[config.mk]
export PLATFORM = sky130hd
export DESIGN_NAME = hsvha_ctrl
export DESIGN_NICKNAME = d
export VERILOG_FILES = /design/src/hw/rtl/hsvha_pkg.sv /design/src/hw/rtl/hsvha_ctrl.sv
export VERILOG_INCLUDE_DIRS = /design/src /design/src/hw/rtl
export SDC_FILE = /design/constraint.sdc
export NUM_CORES = 1
export LEC_CHECK = 0
export BUFFER_PORTS_ARGS = -buffer_cell sky130_fd_sc_hd__clkbuf_2
export CORE_AREA = 2 2 39 41
export CTS_CLUSTER_DIAMETER = 200
export CTS_CLUSTER_SIZE = 14
export DETAILED_ROUTE_END_ITERATION = 8
export DIE_AREA = 0 0 41 43
export GPL_ROUTABILITY_DRIVEN = 0
export RECOVER_POWER = 25
export SYNTH_ARGS = -nofsm -noshare
export SYNTH_HDL_FRONTEND = slang
export SYNTH_SLANG_ARGS = --single-unit
[constraint.sdc]
create_clock -name i_clk -period 1.1 [get_ports i_clk]
set_clock_uncertainty 0.05 [all_clocks]
set_input_delay 0.22 -clock i_clk [delete_from_list [all_inputs] [get_ports i_clk]]
set_output_delay 0.22 -clock i_clk [all_outputs]
set_load 0.1 [all_outputs]
[src/hw/rtl/hsv_histogram_accumulator_defines.svh]
// Assertion macros for the HSV histogram accumulator.
// Each module that asserts includes this file; the macros expect i_clk and i_rst_n in scope.
`ifndef HSV_HISTOGRAM_ACCUMULATOR_DEFINES_SVH
`define HSV_HISTOGRAM_ACCUMULATOR_DEFINES_SVH

// Check that the condition implies the consequence in the same cycle.
`define HSVHA_ASSERT_NOW(lbl, ante, cons) \
    lbl: assert property (@(posedge i_clk) disable iff (!i_rst_n) (ante) |-> (cons)) \
        else $error("hsv histogram: same-cycle check failed");

// Check that the condition implies the consequence in the next cycle.
`define HSVHA_ASSERT_NEXT(lbl, ante, cons) \
    lbl: assert property (@(posedge i_clk) disable iff (!i_rst_n) (ante) |=> (cons)) \
        else $error("hsv histogram: next-cycle check failed");

`endif

[src/hw/rtl/hsvha_pkg.sv]
// Shared types, constants and the bin scaling function for the HSV histogram accumulator.
// No dependencies.
package hsvha_pkg;

    localparam int HUE_BINS   = 10;
    localparam int SAT_BINS   = 10;
    localparam int VAL_BINS   = 10;
    localparam int COLOR_BINS = HUE_BINS * SAT_BINS;
    localparam int NBINS      = COLOR_BINS + VAL_BINS;

    localparam int FRAC_W  = 16;
    localparam int IDX_W   = 7;
    localparam int CNT_W   = 32;
    localparam int BIN_W   = 6;
    localparam int NB_W    = 7;
    localparam int KIND_W  = 2;
    localparam int CFG_IDX_W = 1;

    localparam logic [CNT_W-1:0] COUNT_MAX = '1;

    localparam logic [FRAC_W-1:0] SAT_THR_RST = 16'd6554;
    localparam logic [FRAC_W-1:0] VAL_THR_RST = 16'd13107;

    localparam logic [KIND_W-1:0] KIND_ACC   = 2'd0;
    localparam logic [KIND_W-1:0] KIND_READ  = 2'd1;
    localparam logic [KIND_W-1:0] KIND_CLEAR = 2'd2;

    localparam logic [CFG_IDX_W-1:0] REG_SAT_THR = 1'b0;
    localparam logic [CFG_IDX_W-1:0] REG_VAL_THR = 1'b1;

    localparam int S_TDATA_W = 56;
    localparam int M_TDATA_W = 40;

    typedef struct packed {
        logic capture;
        logic index;
        logic read;
        logic commit;
    } t_cmd;

    typedef struct packed {
        logic out_free;
    } t_status;

    // Map a Q0.16 fraction onto one of nbins bins, clamped to the top bin.
    function automatic logic [BIN_W-1:0] scale_bin(input logic [FRAC_W-1:0] frac,
                                                   input logic [NB_W-1:0] nbins);
        logic [FRAC_W+NB_W-1:0] prod;
        logic [NB_W-1:0]        top;
        logic [NB_W-1:0]        last;
        prod = (FRAC_W+NB_W)'(frac) * (FRAC_W+NB_W)'(nbins);
        top  = prod[FRAC_W+NB_W-1:FRAC_W];
        last = nbins - NB_W'(1);
        if (top > last) begin
            top = last;
        end
        return BIN_W'(top);
    endfunction

endpackage

[src/hw/rtl/hsvha_ctrl.sv]
// Sequencer for the HSV histogram accumulator: capture, index, read, commit.
// Depends on hsvha_pkg and the assertion macros header.
`include "hsv_histogram_accumulator_defines.svh"

module hsvha_ctrl (
    input  logic              i_clk,
    input  logic              i_rst_n,
    input  logic              i_s_valid,
    output logic              o_s_ready,
    input  hsvha_pkg::t_status i_status,
    output hsvha_pkg::t_cmd    o_cmd
);

    localparam logic [1:0] ST_IDLE  = 2'd0;
    localparam logic [1:0] ST_INDEX = 2'd1;
    localparam logic [1:0] ST_READ  = 2'd2;
    localparam logic [1:0] ST_WRITE = 2'd3;

    logic [1:0] r_state;
    logic [1:0] n_state;

    always_comb begin
        n_state = r_state;
        o_cmd   = '0;
        unique case (r_state)
            ST_IDLE: begin
                o_cmd.capture = i_s_valid;
                if (i_s_valid) begin
                    n_state = ST_INDEX;
                end
            end
            ST_INDEX: begin
                o_cmd.index = 1'b1;
                n_state     = ST_READ;
            end
            ST_READ: begin
                o_cmd.read = 1'b1;
                n_state    = ST_WRITE;
            end
            ST_WRITE: begin
                // hold until the output register can take the result
                o_cmd.commit = i_status.out_free;
                if (i_status.out_free) begin
                    n_state = ST_IDLE;
                end
            end
            default: begin
                n_state = ST_IDLE;
            end
        endcase
    end

    assign o_s_ready = (r_state == ST_IDLE);

    always_ff @(posedge i_clk) begin
        if (!i_rst_n) begin
            r_state <= ST_IDLE;
        end else begin
            r_state <= n_state;
        end
    end

    `HSVHA_ASSERT_NEXT(a_capture_to_index, o_cmd.capture, r_state == ST_INDEX)
    `HSVHA_ASSERT_NEXT(a_commit_frees_input, o_cmd.commit, o_s_ready)
    `HSVHA_ASSERT_NEXT(a_stall_holds_write, (r_state == ST_WRITE) && !i_status.out_free,
                       (r_state == ST_WRITE) && !o_s_ready)

endmodule

==> results of run 1 <==
## per-layer routing
metal  vias to the layer above  track usage
met1                        88       0.0575
met2                         6       0.0969
li1                         94            -
met3                         0       0.0785
met4                         0       0.0400
met5                         -            0
## worst register-to-register path, stage by stage, from the launching register on
cell	delay [ns]
dfxtp_4	0.36
inv_4	0.04
ha_4	0.16
buf_4	0.13
buf_6	0.11
o31a_1	0.24
o21a_1	0.10
## final cells by class
class,count,share of cell area
well taps,16,0.0480
clock buffers,3,0.0541
flip-flops and latches,2,0.108
repair buffers,14,0.393
inverters,3,0.0330
multi-input cells,13,0.363
## per-stage QoR
stage               instance area, sq um  setup TNS, ns
finish                               417          -1.54
global route                         417          -1.82
CTS                                  398          -1.39
detailed placement                   338         -0.200
global placement                     338         -0.132
floorplan                            195         -0.721
## cells in the mapped netlist (all sizes together)
cell type | number | share of area
o31a | 1 | 0.051
nand2 | 2 | 0.044
o21a | 1 | 0.044
inv | 3 | 0.066
ha | 4 | 0.29
a21oi | 1 | 0.051
nor2b | 1 | 0.080
mux2i | 1 | 0.058
and2 | 2 | 0.080
dfxtp | 2 | 0.23
## repair_timing
action / CTS / global route
pin swaps: 3 / 2
buffers inserted: 4 / 1
resized for setup: 1 / 4
setup endpoints to repair: 7 / 7
## logic make-up (layout without fill, tap and decap cells)
logic type      Yosys count  count (layout)  share of synthesized area
compound gates            3               3                      0.146
fa+ha+maj                 4               4                      0.292
flops                     2               2                      0.234
mux                       1               1                     0.0584
simple gates              5               5                      0.204
buf+inv                   3              20                     0.0657
## layout by cell type, fill, tap and decap left out
cell	n
clkbuf_4	3
o31a_1	1
buf_12	5
clkbuf_2	3
mux2i_1	1
ha_4	1
buf_6	1
inv_4	1
nor2b_4	1
nand2_1	2
inv_1	1
inv_2	1
dfxtp_4	1
ha_2	3
and2_4	2
dfxtp_2	1
o21a_1	1
buf_4	5
a21oi_4	1
## final timing paths
kind	from	endpoint	slack, ns	cells after the start
setup / recovery	r_state[1]$_SDFFE_PN0P_	o_cmd[3]	-0.25	4
hold / removal	i_rst_n	r_state[1]$_SDFFE_PN0P_	0.21	3
setup reg to reg	r_state[1]$_SDFFE_PN0P_	r_state[0]$_SDFFE_PN0P_	-0.20	6
hold reg to reg	r_state[0]$_SDFFE_PN0P_	r_state[0]$_SDFFE_PN0P_	0.55	2
==> results.sh, run 1 <==
export IMPL_status="complete, but fails checks"
export IMPL_violations="setup timing"
export IMPL_grt_start_max_net_pins=5
export IMPL_drv_cap=0
export IMPL_wl_met3_um=28
export IMPL_drive_above_1_share=0.829
export IMPL_critPathSlowestCell="dfxtp_4"
export IMPL_dieArea_sq_um=1760
export IMPL_io_buffers=8
export IMPL_period_share=1.23
export IMPL_clockRootBuffer="clkbuf_4"
export IMPL_multi_input_area_sq_um=151
export IMPL_criticalPathCategory="reg -> out"
export IMPL_area_growth_pct=143
export IMPL_hold_buffers=0
export IMPL_wl_met2_um=275
export IMPL_timing_fmax_ghz=0.739
export IMPL_cts_sinks=2
export IMPL_crit_arrival_ns=1.08
export IMPL_regMostFlops="r_state"
export IMPL_netlist_area_sq_um=171
export IMPL_cpLargestDelayFamily="flip-flops"
export IMPL_ys_ff_latch=2
export IMPL_worstMarginPinSlew_ns=0.0987
export IMPL_cp_max_fo=4
export IMPL_grt_pass1_vias=190
export IMPL_wire_per_inst_um=9.16
export IMPL_coreArea_sq_um=1380
export IMPL_largest_reg_flops=2
export IMPL_drt_vias_per_instance=3.69
export IMPL_first_iter_violations=0
export IMPL_worst_skew_pair_late_latency_ns=0.22
export IMPL_grt_pass1_wl_um=738
export IMPL_diodes=0
export IMPL_antenna_found_initial=0
export IMPL_die_h_um=43
export IMPL_whs_ns=0.215
export IMPL_required_ns=0.83
export IMPL_ys_types=11
export IMPL_die_w_um=41
export IMPL_cpPeakStageDelay_ns=0.35
export IMPL_setup_viol=7
export IMPL_nFillCells=156
export IMPL_placementRows=14
export IMPL_netlist_instances=18
export IMPL_fin_ws_ns=-0.252
export IMPL_hold_viol_final=0
export IMPL_clkTransAtPathRegs_ns=0.03
export IMPL_syn_avg_cell_area_sq_um=9.52
export IMPL_period_minus_slack_ns=1.35
export IMPL_rsz0062_at_grt="true"
export IMPL_cts_buffers=3
export IMPL_slew_headroom=0.932
export IMPL_end_kind="primary output"
export IMPL_vias=188
export IMPL_ios=9
export IMPL_yosysSeqAreaShare=0.234
export IMPL_cts_tree="built"
export IMPL_fin_cells=51
export IMPL_drt_met1_wl_um=163
export IMPL_dp_worst_setup_slack_ns=-0.0662
export IMPL_grt_overflow_total=0
export IMPL_cp_buffers_inverters=2
export IMPL_fin_util=0.301
export IMPL_initial_core_util=0.124
export IMPL_top_layer="met3"
export IMPL_first_pass_iters=1
export IMPL_hold_path_class="in -> reg"
export IMPL_finalWirelength_um=467
export IMPL_drv_slew=0
export IMPL_reg_top3="r_state: 2 flops"
export IMPL_start_kind="flop"
export IMPL_drc=0
export IMPL_layout_nets=45
export IMPL_grtUsageTotal=0.0701
export IMPL_synth_nets=26
export IMPL_cts_buffer_depth=2
export IMPL_cp_cell_sequence="inv_4, ha_4, and2_4, buf_12"
export IMPL_drtAntennaViolNets=0
export IMPL_final_seq_area_sq_um=45.0
export IMPL_yosysWarnings=0
export IMPL_cts_max_level=1
export IMPL_place_inst=43
Power of run 1 is not shown: default switching activity piles up to over one toggle a cycle in this logic, so the estimate is an artifact.
==> run 2, diff against run 1 <==
- CTS_BUF_LIST: not set -> sky130_fd_sc_hd__clkbuf_16
- REMOVE_ABC_BUFFERS: not set -> 1
==> results.sh, run 2 (synthesis gave the netlist of run 1 again) <==
export IMPL_final_cell_mix="buf_12, buf_4, clkbuf_16, clkbuf_2"
export IMPL_cts_buffers=3
export IMPL_fin_area_sq_um=468
export IMPL_slew_headroom=0.913
export IMPL_status="complete, but fails checks"
export IMPL_reg_top3="r_state: 2 flops"
export IMPL_dieArea_sq_um=1760
export IMPL_layout_nets=44
export IMPL_antenna_found_initial=0
export IMPL_hold_path_class="in -> reg"
export IMPL_setup_viol=7
export IMPL_wire_per_inst_um=9.36
export IMPL_timing_fmax_ghz=0.747
export IMPL_first_iter_violations=0
export IMPL_area_growth_pct=173
export IMPL_diodes=0
export IMPL_regMostFlops="r_state"
export IMPL_nFillCells=134
export IMPL_initial_core_util=0.124
export IMPL_fin_setup_tns_ns=-1.30
export IMPL_cts_max_level=1
export IMPL_dp_hpwl_um=282
export IMPL_start_kind="flop"
export IMPL_drv_slew=0
export IMPL_drive_above_1_share=0.824
export IMPL_violations="setup timing"
export IMPL_placementRows=14
export IMPL_cts_buffer_depth=2
export IMPL_grt_overflow_total=0
export IMPL_cts_sinks=2
export IMPL_finalWirelength_um=468
export IMPL_grt_pass1_wl_um=655
export IMPL_place_area_sq_um=329
export IMPL_largest_reg_flops=2
export IMPL_dp_worst_setup_slack_ns=-0.191
export IMPL_reg2reg_depth=4
export IMPL_vias=184
export IMPL_worstMarginPinSlew_ns=0.127
export IMPL_hold_path_depth=3
export IMPL_cts_tree="built"
export IMPL_end_kind="primary output"
export IMPL_rrSetupSlack_ns=-0.10
export IMPL_hold_buffers=0
export IMPL_cp_max_fo=4
export IMPL_fin_ws_ns=-0.239
export IMPL_drv_cap=0
export IMPL_drt_vias_per_instance=3.68
export IMPL_crit_arrival_ns=1.07
export IMPL_grt_pass1_vias=185
export IMPL_criticalPathCategory="reg -> out"
export IMPL_die_h_um=43
export IMPL_worst_skew_pair_late_latency_ns=0.22
export IMPL_die_w_um=41
export IMPL_grtUsageTotal=0.0681
export IMPL_first_pass_iters=1
export IMPL_rsz0062_at_grt="true"
export IMPL_fin_util=0.338
export IMPL_coreArea_sq_um=1380
export IMPL_clkTransAtPathRegs_ns=0.03
export IMPL_io_buffers=8
export IMPL_clockRootBuffer="clkbuf_16"
export IMPL_drc=0
export IMPL_grt_start_max_net_pins=5
export IMPL_hold_viol_final=0
export IMPL_period_minus_slack_ns=1.34
export IMPL_required_ns=0.83
export IMPL_drtAntennaViolNets=0
export IMPL_period_share=1.22
export IMPL_ios=9
==> run 2: worst max-delay path, cell delays in order, from the launching register on <==
cell and delay [ns]:
dfxtp_4 0.35, inv_4 0.06, ha_4 0.13, and2_4 0.14
buf_12 0.16
==> run 2: through the flow <==
| step | hold slack (ns) | instances |
|---|---|---|
| after floorplan | 0.316 | 18 |
| after global placement | 0.456 | 45 |
| after detailed placement | 0.467 | 45 |
| after CTS | 0.231 | 49 |
| after global routing | 0.232 | 50 |
| final | 0.231 | 50 |
==> run 2: final timing paths <==
kind / startpoint / endpoint
max reg2reg: r_state[0]$_SDFFE_PN0P_ / r_state[0]$_SDFFE_PN0P_
max: r_state[0]$_SDFFE_PN0P_ / o_cmd[3]
min reg2reg: r_state[0]$_SDFFE_PN0P_ / r_state[0]$_SDFFE_PN0P_
min: i_rst_n / r_state[1]$_SDFFE_PN0P_
==> run 2: what timing repair did <==
item	4_1_cts	5_1_grt
setup endpoints to repair	7	7
pin swaps	3	1
buffers inserted	1	1
gates resized for setup	11	4
==> run 2: layer usage <==
layer  part of all wire  wire length, um  GRT usage
met1               0.24              114     0.0350
met2               0.58              270      0.100
met3               0.12               58     0.0681
met4              0.053               25     0.0800
met5                  0                0          0
==> run 2: final cells by class <==
cell class              instances  area [sq um]  share of cell area
multi-input cells              13           161               0.345
clock buffers                   3          75.1               0.160
flip-flops and latches          2          45.0              0.0963
well taps                      16          20.0              0.0428
inverters                       3          13.8              0.0294
repair buffers                 13           153               0.326
Power of run 2 is left out for the same reason.
